File: config.mk
export PLATFORM = sky130hd
export DESIGN_NAME = sd_spi_card_init_identify
export DESIGN_NICKNAME = d
export VERILOG_FILES = /design/src/rtl/core/sdspi_pkg.sv /design/src/rtl/core/sdspi_cfg.sv /design/src/rtl/core/sd_spi_card_init_identify.sv
export SDC_FILE = /design/constraint.sdc
export NUM_CORES = 1
export LEC_CHECK = 0
export BUFFER_PORTS_ARGS = -buffer_cell sky130_fd_sc_hd__buf_2
export CORE_ASPECT_RATIO = 0.75
export CORE_MARGIN = 1.5
export CORE_UTILIZATION = 25
export CTS_CLUSTER_SIZE = 24
export DETAILED_ROUTE_END_ITERATION = 6
export SKIP_CTS_REPAIR_TIMING = 1
export SLEW_MARGIN = 0
export SYNTH_ARGS = -nofsm -noshare
export SYNTH_HDL_FRONTEND = slang
export SYNTH_HIERARCHICAL = 1
export SYNTH_SLANG_ARGS = --single-unit
File: constraint.sdc
create_clock -name i_clk -period 4 [get_ports i_clk]
set_input_delay 0.6 -clock i_clk [delete_from_list [all_inputs] [get_ports i_clk]]
set_output_delay 0.6 -clock i_clk [all_outputs]
set_load 0.03 [all_outputs]
File: src/rtl/core/sdspi_pkg.sv
`timescale 1ns / 1ps
// ----------------------------------------------------------------------------
// sdspi_pkg
// Shared constants, phase codes and command frame tables for the SD SPI
// initialization engine.
// ----------------------------------------------------------------------------
package sdspi_pkg;

    localparam int CLOCKING_BYTES_DEF = 10;
    localparam int CLK_CNT_W = 7;

    localparam logic [3:0] PH_IDLE  = 4'd0;
    localparam logic [3:0] PH_CLOCK = 4'd1;
    localparam logic [3:0] PH_DONE  = 4'd2;
    localparam logic [3:0] PH_CMD0  = 4'd3;
    localparam logic [3:0] PH_CMD8  = 4'd4;
    localparam logic [3:0] PH_V2_55 = 4'd5;
    localparam logic [3:0] PH_V2_41 = 4'd6;
    localparam logic [3:0] PH_CMD58 = 4'd7;
    localparam logic [3:0] PH_P_55  = 4'd8;
    localparam logic [3:0] PH_P_41  = 4'd9;
    localparam logic [3:0] PH_V1_55 = 4'd10;
    localparam logic [3:0] PH_V1_41 = 4'd11;
    localparam logic [3:0] PH_MMC_1 = 4'd12;
    localparam logic [3:0] PH_CMD16 = 4'd13;

    localparam logic [1:0] ST_READY = 2'd0;
    localparam logic [1:0] ST_FRAME = 2'd1;
    localparam logic [1:0] ST_RESP  = 2'd2;
    localparam logic [1:0] ST_TRAIL = 2'd3;

    localparam logic [1:0] REG_READY_LIM = 2'd0;
    localparam logic [1:0] REG_RESP_LIM  = 2'd1;
    localparam logic [1:0] REG_IDLE_RET  = 2'd2;
    localparam logic [1:0] REG_OPC_RET   = 2'd3;

    localparam logic [2:0] CARD_NONE  = 3'd0;
    localparam logic [2:0] CARD_MMC   = 3'd1;
    localparam logic [2:0] CARD_SD1   = 3'd2;
    localparam logic [2:0] CARD_SD2   = 3'd3;
    localparam logic [2:0] CARD_SD2HC = 3'd4;

    function automatic logic [7:0] frame_byte(input logic [3:0] ph, input logic [2:0] idx);
        logic [5:0]  cmd;
        logic [31:0] arg;
        logic [7:0]  crc;
        cmd = 6'd0;
        arg = 32'd0;
        crc = 8'h01;
        case (ph)
            PH_CMD0: begin
                cmd = 6'd0;
                crc = 8'h95;
            end
            PH_CMD8: begin
                cmd = 6'd8;
                arg = 32'h0000_01AA;
                crc = 8'h87;
            end
            PH_V2_55, PH_P_55, PH_V1_55: cmd = 6'd55;
            PH_V2_41: begin
                cmd = 6'd41;
                arg = 32'h4000_0000;
            end
            PH_P_41, PH_V1_41: cmd = 6'd41;
            PH_CMD58: cmd = 6'd58;
            PH_MMC_1: cmd = 6'd1;
            PH_CMD16: begin
                cmd = 6'd16;
                arg = 32'd512;
            end
            default: cmd = 6'd0;
        endcase
        case (idx)
            3'd0: frame_byte = {2'b01, cmd};
            3'd1: frame_byte = arg[31:24];
            3'd2: frame_byte = arg[23:16];
            3'd3: frame_byte = arg[15:8];
            3'd4: frame_byte = arg[7:0];
            default: frame_byte = crc;
        endcase
    endfunction

endpackage

File: src/rtl/core/sdspi_cfg.sv
`timescale 1ns / 1ps
// ----------------------------------------------------------------------------
// sdspi_cfg
// APB register file holding the poll and retry limits.
// ----------------------------------------------------------------------------
module sdspi_cfg (
    input  logic        i_clk,
    input  logic        i_rst_n,
    input  logic        psel,
    input  logic        penable,
    input  logic        pwrite,
    input  logic [3:0]  paddr,
    input  logic [31:0] pwdata,
    output logic [31:0] prdata,
    output logic        pready,
    output logic [19:0] o_ready_lim,
    output logic [7:0]  o_resp_lim,
    output logic [7:0]  o_idle_ret,
    output logic [15:0] o_opc_ret
);
    import sdspi_pkg::*;

    logic [19:0] r_ready_lim;
    logic [7:0]  r_resp_lim;
    logic [7:0]  r_idle_ret;
    logic [15:0] r_opc_ret;
    logic        wr;

    assign pready = 1'b1;
    assign wr = psel && penable && pwrite;

    always_ff @(posedge i_clk) begin
        if (!i_rst_n) begin
            r_ready_lim <= 20'hFFFFF;
            r_resp_lim  <= 8'd32;
            r_idle_ret  <= 8'd20;
            r_opc_ret   <= 16'hFFFE;
        end else if (wr) begin
            case (paddr[3:2])
                REG_READY_LIM: r_ready_lim <= pwdata[19:0];
                REG_RESP_LIM:  r_resp_lim  <= pwdata[7:0];
                REG_IDLE_RET:  r_idle_ret  <= pwdata[7:0];
                REG_OPC_RET:   r_opc_ret   <= pwdata[15:0];
                default: ;
            endcase
        end
    end

    always_comb begin
        case (paddr[3:2])
            REG_READY_LIM: prdata = {12'd0, r_ready_lim};
            REG_RESP_LIM:  prdata = {24'd0, r_resp_lim};
            REG_IDLE_RET:  prdata = {24'd0, r_idle_ret};
            REG_OPC_RET:   prdata = {16'd0, r_opc_ret};
            default:       prdata = 32'd0;
        endcase
    end

    assign o_ready_lim = r_ready_lim;
    assign o_resp_lim  = r_resp_lim;
    assign o_idle_ret  = r_idle_ret;
    assign o_opc_ret   = r_opc_ret;
endmodule

File: src/rtl/core/sd_spi_card_init_identify.sv
`timescale 1ns / 1ps
// ----------------------------------------------------------------------------
// sd_spi_card_init_identify
// SD card SPI-mode initialization and identification engine.
//
//   channel | direction | handshake          | payload
//   input   | in        | i_valid / o_stall  | i_kind, i_rx_byte
//   output  | out       | o_valid / i_stall  | o_tx_byte .. o_result_code
//   config  | in        | APB                | four limit registers
//
// For each beat, the state step and result are computed from the
// current state and registered into the output stage in the same edge.
// A new beat is taken every cycle unless the output stage is full and stalled.
// Reset is synchronous; the engine starts idle with reset limits.
// ----------------------------------------------------------------------------
module sd_spi_card_init_identify #(
    parameter int CLOCKING_BYTES = sdspi_pkg::CLOCKING_BYTES_DEF
) (
    input  logic        i_clk,
    input  logic        i_rst_n,
    input  logic        i_valid,
    output logic        o_stall,
    input  logic        i_kind,
    input  logic [7:0]  i_rx_byte,
    output logic        o_valid,
    input  logic        i_stall,
    output logic [7:0]  o_tx_byte,
    output logic        o_tx_valid,
    output logic        o_select_low,
    output logic        o_fast_clock,
    output logic        o_done_res,
    output logic [2:0]  o_card_kind,
    output logic [7:0]  o_result_code,
    input  logic        psel,
    input  logic        penable,
    input  logic        pwrite,
    input  logic [3:0]  paddr,
    input  logic [31:0] pwdata,
    output logic [31:0] prdata,
    output logic        pready
);
    import sdspi_pkg::*;

    logic [19:0] ready_lim;
    logic [7:0]  resp_lim;
    logic [7:0]  idle_ret;
    logic [15:0] opc_ret;

    sdspi_cfg u_cfg (
        .i_clk(i_clk), .i_rst_n(i_rst_n), .psel(psel), .penable(penable),
        .pwrite(pwrite), .paddr(paddr), .pwdata(pwdata), .prdata(prdata),
        .pready(pready), .o_ready_lim(ready_lim), .o_resp_lim(resp_lim),
        .o_idle_ret(idle_ret), .o_opc_ret(opc_ret)
    );

    logic [3:0]  r_phase, n_phase;
    logic [1:0]  r_stage, n_stage;
    logic [2:0]  r_fidx, n_fidx;
    logic [19:0] r_poll, n_poll;
    logic [15:0] r_retry, n_retry;
    logic [7:0]  r_last, n_last;
    logic [2:0]  r_ctype, n_ctype;
    logic [7:0]  r_trail [4];
    logic [7:0]  r_trail0, n_trail0;

    logic        r_ovalid;
    logic [7:0]  r_tx;
    logic        r_txv, r_sel, r_fast, r_done;
    logic [2:0]  r_kind;
    logic [7:0]  r_code;

    logic        acc;
    logic        r1_go;
    logic [7:0]  r1_val;
    logic        twr;
    logic [7:0]  tx_n;
    logic [19:0] poll_inc;

    assign o_stall = r_ovalid && i_stall;
    assign acc = i_valid && !o_stall;
    assign poll_inc = r_poll + 20'd1;

    always_comb begin
        n_phase = r_phase;
        n_stage = r_stage;
        n_fidx = r_fidx;
        n_poll = r_poll;
        n_retry = r_retry;
        n_last = r_last;
        n_ctype = r_ctype;
        n_trail0 = r_trail0;
        r1_go = 1'b0;
        r1_val = 8'hFF;
        twr = 1'b0;
        if (!i_kind) begin
            n_phase = PH_CLOCK;
            n_poll = 20'd1;
            n_ctype = CARD_NONE;
            n_last = 8'hFF;
        end else if (r_phase == PH_CLOCK) begin
            if (r_poll < 20'(CLOCKING_BYTES)) begin
                n_poll = poll_inc;
            end else begin
                n_retry = {8'd0, idle_ret};
                n_phase = PH_CMD0;
                n_stage = ST_READY;
                n_poll = 20'd0;
            end
        end else if (r_phase != PH_IDLE && r_phase != PH_DONE) begin
            case (r_stage)
                ST_READY: begin
                    if (i_rx_byte == 8'hFF) begin
                        n_stage = ST_FRAME;
                        n_fidx = 3'd0;
                    end else begin
                        n_poll = poll_inc;
                        if (poll_inc >= ready_lim) begin
                            r1_go = 1'b1;
                            r1_val = 8'hFF;
                        end
                    end
                end
                ST_FRAME: begin
                    if (r_fidx < 3'd5) begin
                        n_fidx = r_fidx + 3'd1;
                    end else begin
                        n_stage = ST_RESP;
                        n_poll = 20'd0;
                    end
                end
                ST_RESP: begin
                    n_poll = poll_inc;
                    if (!i_rx_byte[7] || poll_inc >= {12'd0, resp_lim}) begin
                        r1_go = 1'b1;
                        r1_val = i_rx_byte;
                    end
                end
                default: begin
                    twr = 1'b1;
                    if (r_fidx[1:0] == 2'd0) n_trail0 = i_rx_byte;
                    if (r_fidx < 3'd3) begin
                        n_fidx = r_fidx + 3'd1;
                    end else if (r_phase == PH_CMD8) begin
                        if (r_trail[2] == 8'h01 && i_rx_byte == 8'hAA) begin
                            n_retry = opc_ret;
                            n_phase = PH_V2_55;
                            n_stage = ST_READY;
                            n_poll = 20'd0;
                        end else begin
                            n_phase = PH_DONE;
                        end
                    end else begin
                        n_ctype = r_trail0[6] ? CARD_SD2HC : CARD_SD2;
                        n_phase = PH_DONE;
                    end
                end
            endcase
        end

        if (r1_go) begin
            n_stage = ST_READY;
            n_poll = 20'd0;
            case (r_phase)
                PH_CMD0: begin
                    n_last = r1_val;
                    if (r1_val == 8'h01) n_phase = PH_CMD8;
                    else if (r_retry == 16'd0) n_phase = PH_DONE;
                    else n_retry = r_retry - 16'd1;
                end
                PH_CMD8: begin
                    if (r1_val == 8'h01) begin
                        n_stage = ST_TRAIL;
                        n_fidx = 3'd0;
                    end else begin
                        n_phase = PH_P_55;
                    end
                end
                PH_V2_55: n_phase = PH_V2_41;
                PH_V2_41: begin
                    n_last = r1_val;
                    if (r1_val == 8'h00) n_phase = PH_CMD58;
                    else if (r_retry == 16'd0) n_phase = PH_DONE;
                    else begin
                        n_retry = r_retry - 16'd1;
                        n_phase = PH_V2_55;
                    end
                end
                PH_CMD58: begin
                    if (r1_val == 8'h00) begin
                        n_stage = ST_TRAIL;
                        n_fidx = 3'd0;
                    end else begin
                        n_phase = PH_DONE;
                    end
                end
                PH_P_55: n_phase = PH_P_41;
                PH_P_41: begin
                    n_last = r1_val;
                    n_retry = opc_ret;
                    if (r1_val <= 8'h01) begin
                        n_ctype = CARD_SD1;
                        n_phase = PH_V1_55;
                    end else begin
                        n_ctype = CARD_MMC;
                        n_phase = PH_MMC_1;
                    end
                end
                PH_V1_55: n_phase = PH_V1_41;
                PH_V1_41, PH_MMC_1: begin
                    n_last = r1_val;
                    if (r1_val == 8'h00) n_phase = PH_CMD16;
                    else if (r_retry == 16'd0) begin
                        n_ctype = CARD_NONE;
                        n_phase = PH_DONE;
                    end else begin
                        n_retry = r_retry - 16'd1;
                        n_phase = (r_phase == PH_V1_41) ? PH_V1_55 : PH_MMC_1;
                    end
                end
                default: begin
                    if (r1_val != 8'h00) n_ctype = CARD_NONE;
                    n_phase = PH_DONE;
                end
            endcase
        end

        tx_n = (n_phase != PH_CLOCK && n_stage == ST_FRAME) ?
               frame_byte(n_phase, n_fidx) : 8'hFF;
    end

    always_ff @(posedge i_clk) begin
        if (!i_rst_n) begin
            r_phase <= PH_IDLE;
            r_stage <= ST_READY;
            r_fidx <= 3'd0;
            r_poll <= 20'd0;
            r_retry <= 16'd0;
            r_last <= 8'hFF;
            r_ctype <= CARD_NONE;
            r_ovalid <= 1'b0;
        end else begin
            if (acc) begin
                r_phase <= n_phase;
                r_stage <= n_stage;
                r_fidx <= n_fidx;
                r_poll <= n_poll;
                r_retry <= n_retry;
                r_last <= n_last;
                r_ctype <= n_ctype;
                r_ovalid <= 1'b1;
            end else if (!i_stall) begin
                r_ovalid <= 1'b0;
            end
        end
    end

    always_ff @(posedge i_clk) begin
        if (acc) begin
            r_trail0 <= n_trail0;
            if (twr) r_trail[r_fidx[1:0]] <= i_rx_byte;
            r_tx <= 8'h00;
            r_txv <= 1'b0;
            r_sel <= 1'b0;
            r_fast <= 1'b0;
            r_done <= 1'b0;
            r_kind <= CARD_NONE;
            r_code <= 8'h00;
            if (n_phase == PH_DONE) begin
                r_sel <= 1'b1;
                r_fast <= 1'b1;
                r_done <= 1'b1;
                r_kind <= n_ctype;
                r_code <= (n_ctype != CARD_NONE) ? 8'h00 :
                          ((n_last != 8'h00) ? n_last : 8'hFF);
            end else if (n_phase != PH_IDLE) begin
                r_tx <= tx_n;
                r_txv <= 1'b1;
                r_sel <= (n_phase != PH_CLOCK);
            end
        end
    end

    assign o_valid = r_ovalid;
    assign o_tx_byte = r_tx;
    assign o_tx_valid = r_txv;
    assign o_select_low = r_sel;
    assign o_fast_clock = r_fast;
    assign o_done_res = r_done;
    assign o_card_kind = r_kind;
    assign o_result_code = r_code;

`ifndef ASSERT_OFF
    a_done_fast: assert property (@(posedge i_clk) disable iff (!i_rst_n)
        o_valid && o_done_res |-> o_fast_clock && o_select_low && !o_tx_valid)
        else $error("done beat without fast clock and select");
    a_kind_code: assert property (@(posedge i_clk) disable iff (!i_rst_n)
        o_valid && o_card_kind != CARD_NONE |-> o_result_code == 8'h00)
        else $error("card kind with nonzero result code");
    a_stall_hold: assert property (@(posedge i_clk) disable iff (!i_rst_n)
        o_stall |=> $stable(r_phase))
        else $error("state changed while stalled");
    a_fidx: assert property (@(posedge i_clk) disable iff (!i_rst_n)
        r_fidx <= 3'd5)
        else $error("frame index out of range");
`endif
endmodule
==> flow_summary.ini, run 1 <==
[final_layout]
mostFrequentLayoutCells = 150 x buf_4, 132 x nand2_1, 103 x a21oi_1
final_net_count = 1480
diodes = 0
synthToLayoutAreaGrowth_pct = 31.0
drive_gt1_share_pct = 28.4
num-fill-cells = 3972
final_common_cell = buf_4

[setup_path]
critPathKind = reg2reg
critPathMaxStageDelay_ps = 390
end_kind = flip-flop
arrival_ps = 4460
cp_top_family = simple AND/OR/NAND/NOR gates
crit_path_cell_trace = nand4_1 > buf_6 > nor2_2 > xor2_2 > ha_1 > a21oi_2 > nand3_1 > a2111oi_2 > buf_4 > nand4_1 > buf_4 > a21oi_4 > o2bb2ai_2 > buf_6 > or3_4 > nand4b_4 > a21oi_1
crit_required_ps = 4290
crit_slowest_cell = or3_4
crit_path_max_fanout = 8
worst_setup_path_start_kind = flip-flop
worst-path-buf-inv = 4
worst-r2r-setup-slack_ps = -170

[yosys]
syn_inst = 1224
synth_edf_count = 31
yosysTopAreaCell = dfxtp_1
ys_top_cells_by_area = dfxtp_1 22%, edfxtp_1 9.6%, a21oi_1 5.8%
synth_area_um2 = 9730
synth-async-reset-ratio_pct = 0
synth-warning-count = 6
synth.yosys.seq_area_share_pct = 32.0
ys.flop_type = dfxtp_1
yosys_register_bits = 140
synth_cell_types = 86
synth.avg_cell_area_um2 = 7.95
synth_top_area_share_pct = 22.4

[detailed_routing]
drc_errors = 0
drtPass1Iterations = 5
wl_per_cell_um = 17.2
via_count = 9975
drt_iter0_drc = 1114
drt_wl_total_mm = 33.0
ant_nets = 0
vias_per_cell = 5.20

[sta]
finalSetupViolations = 15
rsz0062_at_grt = true
max_freq_mhz = 240
post-route-period-util_pct = 104
setup_ws_ps = -170
period_needed_ps = 4170
slew-limit-headroom_pct = 39.7
finalSetupTns_ps = -1960
drv_slew = 0
timing_hold_violations_final = 0
tightestPinTransition_ps = 905
clock_skew_ps = 13.0

[grt]
antenna_found_initial = 0
grt_pass1_vias = 9137
grt_overflow = 0
grt.total_usage_pct = 15.8
grt_pass1_wl_mm = 50.6
grt_max_degree = 94

[placed_design]
place_congestion = 0.923
dp_slack_ps = -590
hpwl_mm = 22.9
io_buffers = 82

[clock_network]
cts_tree = done
root_buffer = clkbuf_16
cts.sinks = 140
cts_buffer_depth = 2
cts_buffers = 17
cts-htree-levels = 4
insertion_delay_ps = 450
clk_pin_slew_ps = 70

[floorplan]
io_pins = 110
die_y_um = 174
die_area_um2 = 40100
start_util_pct = 25.4
row_count = 62
core-area_um2 = 38300
fp.dieW_um = 231

[job]
max_cap_viol_count = 0

[power_and_ir_drop]
p_per_area_nw_per_um2 = 310
p_leak_uw = 0.00522
ir_drop_uv = 219

[worst_hold_path]
hold_path.class = in2reg

[outcome]
violations = setup timing
status = finished, violations left
[final timing paths]
kind,startpoint,endpoint,cells past startpoint
max,r_poll[1],o_result_code[5],17
min,i_valid,o_valid,2
max reg2reg,r_poll[1],o_result_code[5],17
min reg2reg,u_cfg/o_resp_lim[6],u_cfg/o_resp_lim[6],2
[Yosys cell counts (8+ instances only)]
cell type,n
nand2_1,135
a21oi_1,112
dfxtp_1,109
o21ai_0,80
nor2_1,68
clkbuf_1,55
inv_1,49
nand3_1,46
nand2b_1,44
ha_1,33
nor2b_1,33
edfxtp_1,31
a31oi_1,25
buf_2,25
xor2_1,21
mux2i_1,19
nor3_1,19
nor4_1,19
o22ai_1,18
and2_1,17
buf_4,17
a22oi_1,15
or3_1,13
xnor2_1,13
a22o_1,10
nand4_1,10
o211ai_1,10
a21o_1,9
o21ai_1,9
a21boi_0,8
a2bb2oi_1,8
mux4_2,8
or4_1,8
[cell type report]
class | count | area (um^2) | share of cell area [%]
multi-input cells | 941 | 6450 | 50.6
repair buffers | 245 | 1710 | 13.4
clock buffers | 19 | 464 | 3.64
repair inverters | 1 | 7.51 | 0.0589
clock inverters | 12 | 160 | 1.26
flip-flops and latches | 140 | 3130 | 24.6
well taps | 512 | 641 | 5.03
inverters | 49 | 188 | 1.47
[logic make-up after synthesis]
kind of cell	synth area share, %
DFF	32.0
and+or+nand+nor	24.6
xor gates and xnor gates	3.06
buffers and inverters	7.46
other	0.0772
AOI/OAI and AO/OA	24.0
muxes	4.57
adders and majority gates	4.24
[per-layer routing]
metal  track usage [%]  share of wire, %  wire length, um
met3              3.50               7.7             2550
met5                 0                 0                0
met2              22.9                44            14400
met1              22.8                46            15300
met4              5.66               2.2              729
[sequential cells by signal (all words and copies together) (netlist names), 2 cells and up]
register and flops:
r_poll 20, u_cfg/o_ready_lim 20, r_retry 16, u_cfg/o_opc_ret 16, o_result_code 8, o_tx_byte 8, r_last 8, r_trail 8
u_cfg/o_idle_ret 8, u_cfg/o_resp_lim 8, r_phase 4, o_card_kind 3, r_ctype 3, r_fidx 3, r_stage 2
[through the flow]
step	util [%]	std cells	area, um^2	total power (uW)	hold WS, ps
3_5_place_dp	29.6	1861	11400	2210	467
5_1_grt	33.3	1919	12700	4100	363
2_1_floorplan	-	1235	9790	1990	445
4_1_cts	31.3	1892	12000	3940	349
3_3_place_gp	29.6	1861	11400	2200	462
6_report	33.3	1919	12700	3960	373
[worst register-to-register path: cells and delay by family, from the launching register on]
kind | cells | cell delay, ps
xor gates and xnor gates | 1 | 220
DFF | 1 | 370
buffers and inverters | 4 | 740
and+or+nand+nor | 6 | 1330
AOI/OAI and AO/OA | 5 | 1070
adders and majority gates | 1 | 290
[power by group]
group          switching [uW]  total, uW  internal, uW
clock                     693       1730          1040
sequential               37.9       1530          1490
combinational             434        700           266
total                    1160       3960          2790
Power figures use the tool's default switching activity.
==> inputs of run 2 (changes only) <==
--- a/config.mk
+++ b/config.mk
@@ -5,6 +5,7 @@
 export SDC_FILE = /design/constraint.sdc
 export NUM_CORES = 1
 export LEC_CHECK = 0
+export ABC_AREA = 1
 export BUFFER_PORTS_ARGS = -buffer_cell sky130_fd_sc_hd__buf_2
 export CORE_ASPECT_RATIO = 0.75
 export CORE_MARGIN = 1.5
@@ -15,5 +16,4 @@
 export SLEW_MARGIN = 0
 export SYNTH_ARGS = -nofsm -noshare
 export SYNTH_HDL_FRONTEND = slang
-export SYNTH_HIERARCHICAL = 1
 export SYNTH_SLANG_ARGS = --single-unit
==> flow_summary.ini, run 2 <==
[sta]
rsz0062_at_grt = true
setup_ws_ps = 65.2
slew-limit-headroom_pct = 19.9
timing_hold_violations_final = 0
finalSetupTns_ps = 0
max_freq_mhz = 254
clock_skew_ps = 10.2
finalSetupViolations = 0
tightestPinTransition_ps = 1200
post-route-period-util_pct = 98.4
period_needed_ps = 3930
drv_slew = 0

[grt]
antenna_found_initial = 1
grt.total_usage_pct = 16.6
grt_pass1_vias = 9029
grt_max_degree = 71
grt_overflow = 0
grt_pass1_wl_mm = 49.6

[final_layout]
final_net_count = 1625
mostFrequentLayoutCells = 247 x nand2_1, 204 x inv_1, 124 x nor2_1
utilization_pct = 32.3
fin_area_um2 = 12000
num-fill-cells = 4039
final_common_cell = nand2_1
ff_latch_area_um2 = 3130
multi_input_area_um2 = 5480
synthToLayoutAreaGrowth_pct = 27.8
diodes = 0
drive_gt1_share_pct = 21.7

[power_and_ir_drop]
p_sw_uw = 1310
p_clk_share_pct = 38.8
combPwrFrac_pct = 22.4
sw_frac_of_total_pct = 32.2
ir_drop_uv = 324
power.total_uw = 4060
internal-power_uw = 2750
p_per_area_nw_per_um2 = 339
seq_power_share_pct = 38.9
p_leak_uw = 0.00539

[clock_network]
cts_buffer_depth = 2
root_buffer = clkbuf_16
cts_tree = done
insertion_delay_ps = 450
clk_pin_slew_ps = 60
cts_buffers = 17
cts-htree-levels = 4
cts.sinks = 140

[yosys]
synth-warning-count = 0
synth_top_area_share_pct = 23.3
synth.avg_cell_area_um2 = 6.86
synth.yosys.seq_area_share_pct = 33.2
synth-async-reset-ratio_pct = 0
synth_edf_count = 31
yosysMostFrequentCell = nand2_1
yosysTopAreaCell = dfxtp_1
synth_area_um2 = 9370
ys.flop_type = dfxtp_1
synth_top_cells_by_count = 261 x nand2_1, 205 x inv_1, 132 x nor2_1
syn_inst = 1366
ys_top_cells_by_area = dfxtp_1 23%, nand2_1 10%, edfxtp_1 9.9%
synth_cell_types = 56
yosys_register_bits = 140

[floorplan]
die_y_um = 171
fp.dieW_um = 227
row_count = 61
die_area_um2 = 38700
start_util_pct = 25.3
core-area_um2 = 37000
io_pins = 110

[detailed_routing]
drc_errors = 0
drt_iter0_drc = 865
drt_wl_total_mm = 32.3
via_count = 9934
wl_per_cell_um = 15.7
drtPass1Iterations = 6
vias_per_cell = 4.83
ant_nets = 0

[placed_design]
place_congestion = 0.912
postPlaceCellArea_um2 = 11000
dp_slack_ps = -82.9
hpwl_mm = 24.0
io_buffers = 82

[worst_hold_path]
hold_depth = 3
min-delay-start = pwdata[19]
hold_path.class = in2reg

[setup_path]
critPathKind = reg2reg
rr_worst_depth = 25
cp-startpoint = r_poll[1]
crit_path_max_fanout = 8
arrival_ps = 4220
end_kind = flip-flop
timing.rr.start = r_poll[1]
worst_setup_path_start_kind = flip-flop
crit_required_ps = 4290

[job]
max_cap_viol_count = 0

[outcome]
status = complete, no violations
==> run 2: cell count changes in the layout (fill, tap and decap cells not counted), moves of 16 or more <==
| cell | change |
|---|---|
| inv_1 | +158 |
| nand2_1 | +115 |
| nor2_1 | +62 |
| nand2b_1 | -42 |
| o211ai_1 | +34 |
| nor2b_1 | -33 |
| o21ai_0 | +29 |
| buf_4 | -27 |
| a211oi_1 | +20 |
| mux2i_1 | -19 |
| nand3_1 | +17 |
| nand4_1 | +17 |
| and2_1 | -16 |
==> run 2: logic make-up (layout without fill, tap and decap cells) <==
kind of cell	count (synthesis)	in the layout	synth area share [%]
other	2	13	0.0801
AOI/OAI and AO/OA	350	350	22.3
buffers and inverters	276	450	11.8
and+or+nand+nor	548	548	26.5
DFF	140	140	33.2
xor gates and xnor gates	17	17	1.67
adders and majority gates	33	33	4.41
==> run 2: layer usage <==
metal / global-route usage [%] / vias up / routed length, um
met2: 23.6 / 319 / 13300
met5: 0 / - / 0
met1: 25.0 / 4661 / 16200
met4: 4.87 / 0 / 658
met3: 3.13 / 42 / 2160
li1: - / 4912 / -
==> run 2: area by class of cell <==
class,count,area share [%]
repair buffers,209,11.6
clock inverters,6,0.502
multi-input cells,961,45.7
flip-flops and latches,140,26.1
clock buffers,24,4.15
well taps,504,5.27
inverters,211,6.61
==> run 2: final timing paths <==
| path | to | slack [ps] |
|---|---|---|
| max reg2reg | o_result_code[4] | 70 |
| min reg2reg | r_last[5] | 480 |
| min | u_cfg.o_ready_lim[19] | 370 |
| max | o_result_code[4] | 70 |
==> run 2: critical path, cell delays in order (launching register included) <==
cell and delay, ps:
dfxtp_4 390, ha_4 170, nand3_4 80, nor2_4 150
xor2_2 180, ha_1 260, nand2_2 80, a21oi_2 30
nor2_1 130, nand3_1 90, nor2_1 120, nand2_1 110
nor2_2 140, nand3_4 160, nand4_1 190, nor2_4 70
nand2_4 100, nand2_2 60, nand2_2 70, nand4_1 150
a21oi_2 240, buf_4 160, nand2_4 60, nor2_4 110
nand4_4 230, a21oi_2 200
==> run 2: per-stage QoR <==
step                cells  hold slack [ps]
global placement     2005              455
finish               2055              366
floorplan            1377              443
global route         2055              369
detailed placement   2005              465
CTS                  2035              344
==> run 2: power by group through the flow <==
stage / clock [uW] / sequential, uW / combinational (uW)
3_5_place_dp: 0 / 1610 / 864
3_3_place_gp: 0 / 1610 / 855
2_1_floorplan: 0 / 1630 / 535
5_1_grt: 1660 / 1590 / 1000
4_1_cts: 1610 / 1580 / 868
6_report: 1570 / 1580 / 909
==> inputs of run 3 (changes only) <==
--- a/config.mk
+++ b/config.mk
@@ -12,6 +12,7 @@
 export CORE_UTILIZATION = 25
 export CTS_CLUSTER_SIZE = 24
 export DETAILED_ROUTE_END_ITERATION = 6
+export MAX_ROUTING_LAYER = met4
 export SKIP_CTS_REPAIR_TIMING = 1
 export SLEW_MARGIN = 0
 export SYNTH_ARGS = -nofsm -noshare
==> flow_summary.ini, run 3 (synthesis results as in run 2) <==
[setup_path]
worst_setup_path_start_kind = flip-flop
timing.rr.start = r_poll[1]
arrival_ps = 4160
rr_worst_depth = 26
end_kind = flip-flop
critPathMaxStageDelay_ps = 400
r2r_end = o_result_code[0]
worst-path-buf-inv = 1
crit_top_cell = nand2_2
crit_required_ps = 4290
crit_path_max_fanout = 8
cp_top_family = simple AND/OR/NAND/NOR gates
critPathKind = reg2reg
worst-r2r-setup-slack_ps = 130
crit_slowest_cell = dfxtp_4
crit_cells = 26

[clock_network]
root_buffer = clkbuf_16
clk_pin_slew_ps = 60
cts_buffers = 17
insertion_delay_ps = 450
cts.sinks = 140
cts_buffer_depth = 2
cts_tree = done
cts-htree-levels = 4

[floorplan]
core-area_um2 = 37000
row_count = 61
start_util_pct = 25.3
io_pins = 110
die_area_um2 = 38700
die_y_um = 171
fp.dieW_um = 227

[sta]
setup_ws_ps = 129
tightestPinTransition_ps = 927
slew-limit-headroom_pct = 38.1
clock_skew_ps = 12.2
finalSetupViolations = 0
drv_slew = 0
timing_hold_violations_final = 0
post-route-period-util_pct = 96.8
holdWs_ps = 368
max_freq_mhz = 258
rsz0062_at_grt = true
period_needed_ps = 3870

[power_and_ir_drop]
p_leak_uw = 0.00538
ir_drop_uv = 336
p_per_area_nw_per_um2 = 335

[final_layout]
diodes = 0
mostFrequentLayoutCells = 246 x nand2_1, 205 x inv_1, 121 x nor2_1, 121 x buf_4, 104 x a21oi_1
drive_gt1_share_pct = 21.8
fin_area_um2 = 11900
final_net_count = 1622
synthToLayoutAreaGrowth_pct = 27.0
final_common_cell = nand2_1

[detailed_routing]
drc_errors = 0
vias_per_cell = 4.84
via_count = 9928
wl_per_cell_um = 15.7
drt_iter0_drc = 918
drtPass1Iterations = 5
drt_wl_total_mm = 32.3
ant_nets = 0

[grt]
antenna_found_initial = 1
grt.total_usage_pct = 17.2
grt_overflow = 0
grt_pass1_vias = 9097
grt_pass1_wl_mm = 50.0
grt_max_degree = 71

[worst_hold_path]
min_delay_worst_endpoint = u_cfg.o_ready_lim[17]
hold_depth = 3
hold_path.class = in2reg
min-delay-start = pwdata[17]

[placed_design]
dp_slack_ps = -75.6
io_buffers = 82
place_congestion = 0.921
hpwl_mm = 24.0
postPlaceCellArea_um2 = 11000

[job]
max_cap_viol_count = 0

[outcome]
status = complete, no violations
-- run 3: cell count changes in the layout (fill, tap and decap cells not counted), moves of 3 or more --
cell	change
nor2_1	-3
dfxtp_2	+5
a21oi_2	-3
nor2_2	+3
a21oi_1	+3
dfxtp_1	-5
-- run 3: per-stage QoR --
step / setup TNS (ps) / total power, uW / std cells / utilization [%]
after floorplan: 0 / 2160 / 1377 / -
after global placement: -20.2 / 2460 / 2006 / 29.7
after detailed placement: -593 / 2470 / 2006 / 29.7
after CTS: -1130 / 3990 / 2037 / 31.1
after global routing: -1700 / 4170 / 2053 / 32.1
final: 0 / 3990 / 2053 / 32.1
-- run 3: worst max-delay path by stage --
stage,start,to,slack (ps)
2_1_floorplan,r_poll[0],o_tx_byte[1],390
3_5_place_dp,r_poll[0],o_result_code[2],-80
4_1_cts,r_poll[0],o_result_code[2],-130
3_3_place_gp,r_poll[0],o_tx_byte[3],-8
5_1_grt,r_poll[1],o_result_code[5],-130
6_report,r_poll[1],o_result_code[0],130
-- run 3: where the power goes --
part	switching, uW	internal (uW)	leakage [uW]
Sequential	57.1	1520	0.00119
Combinational	598	302	0.00393
Clock	658	856	0.000262
Total	1310	2680	0.00538
-- run 3: layout make-up --
cell class | count | area (um^2)
Clock inverter | 6 | 36.3
Tap cell | 504 | 631
Timing Repair Buffer | 206 | 1360
Inverter | 211 | 792
Sequential cell | 140 | 3140
Clock buffer | 25 | 497
Fill cell | 3997 | 25100
Multi-Input combinational cell | 961 | 5450
-- run 3: worst register-to-register path, stage by stage, from the launching register on --
cell and delay, ps:
dfxtp_4 400, nand2_4 80, nor2_4 130, nand2_2 100
xor2_2 160, ha_1 310, nand2_2 60, a21oi_1 140
nor2_1 70, nand3_1 80, nor2_1 50, nand2_1 80
nor2_2 50, nand3_4 110, nand4_2 130, nor2_4 330
nand2_4 120, buf_4 150, a21oi_1 110, nor2_1 70
nand2_2 100, nand2_1 80, nand2_2 90, nand2_1 110
nor2_4 140, nand4_4 240, a21oi_1 220
-- run 3: routing by layer --
metal	share of wire, %	track usage, %
met3	6.2	2.78
met2	41	23.7
met5	0	-
met4	2.0	5.36
met1	51	25.1
